[src/qrs_pkg.sv]
// Shared types and constants for the quadratic root solver.
package qrs_pkg;

  // Coefficient and root word width
  localparam int unsigned CoefW = 32;
  // Exact radicand b*b - 4ac, signed
  localparam int unsigned RadW  = 68;
  // Numerator -b +/- sqrt, signed
  localparam int unsigned NumW  = 35;
  // Divisor 2|a|
  localparam int unsigned DmW   = 33;
  // Quotient bits formed by the divider
  localparam int unsigned QuoW  = 33;
  // Tolerance register reset value
  localparam logic [CoefW-1:0] BandReset = 32'd4295;

  typedef enum logic [1:0] {
    CntNone = 2'd0,
    CntOne  = 2'd1,
    CntTwo  = 2'd2
  } cnt_e;

  typedef struct packed {
    logic signed [CoefW-1:0] coef_a;
    logic signed [CoefW-1:0] coef_b;
    logic signed [CoefW-1:0] coef_c;
  } coef_t;

  typedef struct packed {
    logic [1:0]              root_count;
    logic signed [CoefW-1:0] root_first;
    logic signed [CoefW-1:0] root_second;
    logic                    fault;
  } root_t;

  // Sideband carried through the square root pipeline
  typedef struct packed {
    logic signed [CoefW-1:0] coef_a;
    logic signed [CoefW-1:0] coef_b;
    cnt_e                    cnt;
  } sq_tag_t;

endpackage

[src/qrs_skid.sv]
// Output register with one skid entry, decoupling the pipeline from the consumer.
module qrs_skid (
  input  logic            clk_i,
  input  logic            rst_ni,
  input  logic            valid_i,
  input  qrs_pkg::root_t  data_i,
  output logic            en_o,
  output logic            out_valid_o,
  input  logic            out_ready_i,
  output qrs_pkg::root_t  out_data_o
);
  import qrs_pkg::*;

  logic  out_v_q, skid_v_q;
  root_t out_q, skid_q;
  logic  hold;

  assign en_o = !skid_v_q;
  assign hold = out_v_q && !out_ready_i;

  // Track occupancy of the output and skid entries
  always_ff @(posedge clk_i or negedge rst_ni) begin
    if (!rst_ni) begin
      out_v_q  <= 1'b0;
      skid_v_q <= 1'b0;
    end else if (hold) begin
      if (valid_i && !skid_v_q) begin
        skid_v_q <= 1'b1;
      end
    end else if (skid_v_q) begin
      out_v_q  <= 1'b1;
      skid_v_q <= 1'b0;
    end else begin
      out_v_q <= valid_i;
    end
  end

  // Move words into the output or skid entry
  always_ff @(posedge clk_i) begin
    if (hold) begin
      if (!skid_v_q) begin
        skid_q <= data_i;
      end
    end else if (skid_v_q) begin
      out_q <= skid_q;
    end else begin
      out_q <= data_i;
    end
  end

  assign out_valid_o = out_v_q;
  assign out_data_o  = out_q;

endmodule

[config.mk]
export PLATFORM = sky130hd
export DESIGN_NAME = qrs_skid
export DESIGN_NICKNAME = d
export VERILOG_FILES = /design/src/qrs_pkg.sv /design/src/qrs_skid.sv
export SDC_FILE = /design/constraint.sdc
export NUM_CORES = 1
export LEC_CHECK = 0
export BUFFER_PORTS_ARGS = -buffer_cell sky130_fd_sc_hd__buf_2
export CAP_MARGIN = 20
export CORE_ASPECT_RATIO = 1.75
export CORE_MARGIN = 1
export CORE_UTILIZATION = 45
export CTS_CLUSTER_DIAMETER = 40
export DETAILED_ROUTE_END_ITERATION = 8
export PLACE_DENSITY_LB_ADDON = 0.1
export SLEW_MARGIN = 25
export SYNTH_ARGS = -nofsm -noshare
export SYNTH_HDL_FRONTEND = slang
export SYNTH_SLANG_ARGS = --single-unit
[constraint.sdc]
create_clock -name clk_i -period 6.1 [get_ports clk_i]
set_clock_uncertainty 0.05 [all_clocks]
set_input_delay 0.61 -clock clk_i [delete_from_list [all_inputs] [get_ports clk_i]]
set_output_delay 0.61 -clock clk_i [all_outputs]
set_load 0.03 [all_outputs]
==> results.tsv <==
stage	metric	value	unit
clock_network	CTS tree	yes	
clock_network	Clock Latency Late Sink	0.40	ns
final_layout	P&R area growth vs syn	29.70	%
global_routing	antenna violations before repair	0	
sta	RSZ-0062 raised after global routing	false	
logic_synthesis	multiplexer share of the synthesized area	15.87	%
logic_synthesis	post-synthesis average cell area	22.78	sq um
min_path	Worst Hold Class	input port to flip-flop	
logic_synthesis	YS warnings	0	
logic_synthesis	XOR/XNOR Fraction of Synth Area	0	%
logic_synthesis	Yosys top cell area share	81.42	%
final_layout	layout cell share with drive strength beyond 1	62.14	%
route	drt first pass iters	4	
logic_synthesis	main combinational cell family by area after synthesis	multiplexers	
status	status	completed	
placement	DP Wirelength	5466	microns
logic_synthesis	Synth Area in Compound Gates	0	%
setup_path	critical-path cell list	nand2b_4 > inv_2 > buf_4	
global_routing	GRT Residual Overflow	0	
global_routing	total track usage	16.10	%
setup_path	crit path max fanout	70	
final_layout	ANT cells	0	
logic_synthesis	simple-gate portion of the synthesized area	0.3544	%
logic_synthesis	synth top area cells	edfxtp_1, mux2_2, mux2_4	
power_and_ir_drop	PwrDens	391.9	mW/mm^2
route	drt total wl	8522	microns
setup_path	CP max stage cell	inv_2	
sta	final worst-path cycle share	43.55	%
logic_synthesis	area leader, netlist	edfxtp_1	
run	Max-Cap Viols	0	
route	DR iter-0 viols	142	
sta	f_max	376.4	MHz
route	vias post-DR	2502	
setup_path	CP Data Required Time	6.08	ns
global_routing	first-pass GRT wire length	12990	microns
sta	Hold Worst Slack	0.3539	ns
floorplanning	core area	0.01070	sq mm
global_routing	vias in the first global route	2630	
setup_path	slowest cell delay on critical path	0.68	ns
setup_path	critical path type	flip-flop to flip-flop	
route	vias per cell	4.877	
sta	Slew HR	34.76	%
clock_network	CTS max path bufs	2	
power_and_ir_drop	peak supply drop	0.2498	mV
logic_synthesis	sequential area share after synthesis	82.43	%
floorplanning	Site Rows	50	
final_layout	final net count	441	
clock_network	Num CTS Buffers	17	
sta	worst slew pin tran	0.9780	ns
logic_synthesis	Yosys cell types	10	
clock_network	clock slew at reported path FFs	0.05	ns
floorplanning	Die Span X	81.22	microns
route	ANT nets after route	0	
clock_network	CTS H-tree lvls	4	
setup_path	crit path DAT	2.64	ns
setup_path	crit start category	flip-flop	
placement	PortBufs	139	
sta	clock period minus worst slack	2.656	ns
floorplanning	Initial Util	46.20	%
sta	max-slew violations	0	
power_and_ir_drop	Leak	2.490	nW
floorplanning	die area	0.01142	sq mm
sta	final hold viol count	0	
clock_network	CTS Sinks	136	
placement	GPL Wtd Cong	0.6934	
route	DRC	0	
setup_path	Worst setup EP type	flip-flop	
final_layout	Layout fillers	833	
logic_synthesis	post-synthesis register bit count	136	
logic_synthesis	synthesized net count	288	
global_routing	largest net degree at the start of global routing	71	
floorplanning	Ports	140	
sta	setup_tns	0	ns
clock_network	root buf cell	clkbuf_16	
sta	setup violators final	0	
logic_synthesis	Mapped Cells	217	
floorplanning	DIE HEIGHT	140.6	microns
logic_synthesis	synthesized cell area	0.004942	sq mm
route	Routed WL per cell	16.61	microns
logic_synthesis	Post-Synth Adder-Cell Area	0	%
-- sequential cells by signal, indices dropped and copies added, names as in the netlist --
signal and cells:
skid_q 67, skid_v_q 1, out_valid_o 1, out_data_o 67
-- path summary, 6_finish.rpt --
| path | startpoint | endpoint | slack (ns) | depth (start not counted) |
|---|---|---|---|---|
| worst max-delay path | out_valid_o | skid_q[7] | 3.44 | 3 |
| worst min-delay path | valid_i | out_valid_o | 0.35 | 3 |
| worst max register to register | out_valid_o | skid_q[7] | 3.44 | 3 |
| worst min register to register | skid_q[8] | skid_q[8] | 0.51 | 1 |
| max in group asynchronous | rst_ni | skid_v_q | 5.43 | 2 |
| min in group asynchronous | rst_ni | out_valid_o | 0.46 | 2 |
-- what timing repair did --
action	4_1_cts	5_1_grt
buffers inserted	0	0
resized for setup	0	0
endpoints found under the hold margin	2	0
hold buffers	1	0
-- worst max-delay path, delay by kind of cell, from the launching register on --
| kind | cells | cell delay (ns) |
|---|---|---|
| DFF | 1 | 0.39 |
| and+or+nand+nor | 1 | 0.54 |
| buffers and inverters | 2 | 1.27 |
-- stage by stage --
step | util, % | cells | worst slack [ns] | area [sq um] | power (mW)
finish | 59.92 | 513 | 3.444 | 6410 | 2.512
global route | 59.92 | 513 | 3.231 | 6410 | 2.600
CTS | 59.92 | 513 | 3.354 | 6410 | 2.541
detailed placement | 53.89 | 480 | 2.956 | 5766 | 1.454
global placement | 53.89 | 480 | 2.951 | 5766 | 1.448
floorplan | - | 217 | 1.440 | 4942 | 1.365
-- synth_stat cells --
library cell,instances
nand2_1,1
mux2_4,8
buf_6,3
inv_1,2
nand2b_1,1
buf_2,5
dfrtp_1,2
nor2_1,2
edfxtp_1,134
mux2_2,59
-- metal layers --
layer	track usage, %	part of all wire [%]	vias up
met2	25.92	53	102
li1	-	-	1163
met5	0	0	-
met4	7.049	1.1	0
met3	6.667	7.2	7
met1	18.51	39	1230
-- cells in the final DEF, fill, tap and decap left out --
cell type / n
nand2_1: 1
buf_2: 139
clkbuf_1: 2
clkinv_4: 1
mux2_2: 59
mux2_4: 8
dfrtp_2: 1
dlygate4sd3_1: 1
nand2b_4: 1
buf_4: 2
bufinv_16: 5
nor2_1: 2
inv_1: 1
edfxtp_1: 134
inv_2: 1
inv_6: 1
clkinvlp_4: 3
dfrtp_1: 1
clkinv_1: 3
clkbuf_16: 17
-- report_power, final --
| part | switching, mW | internal, mW |
|---|---|---|
| clock | 0.360 | 0.722 |
| combinational | 0.172 | 0.0925 |
| sequential | 0.0273 | 1.14 |
| total | 0.559 | 1.95 |
-- cells by family after synthesis --
| kind of cell | Yosys count |
|---|---|
| mux | 67 |
| buf+inv | 10 |
| flops | 136 |
| simple gates | 4 |
-- final cells by class --
class | instances | area [sq um] | area share [%]
inverters | 2 | 7.507 | 0.1171
well taps | 130 | 162.7 | 2.538
clock inverters | 13 | 201.4 | 3.143
flip-flops and latches | 136 | 4075 | 63.58
clock buffers | 19 | 432.9 | 6.754
multi-input cells | 71 | 809.5 | 12.63
repair buffers | 142 | 720.7 | 11.24
Note: power is estimated with default switching activity, not from simulation.
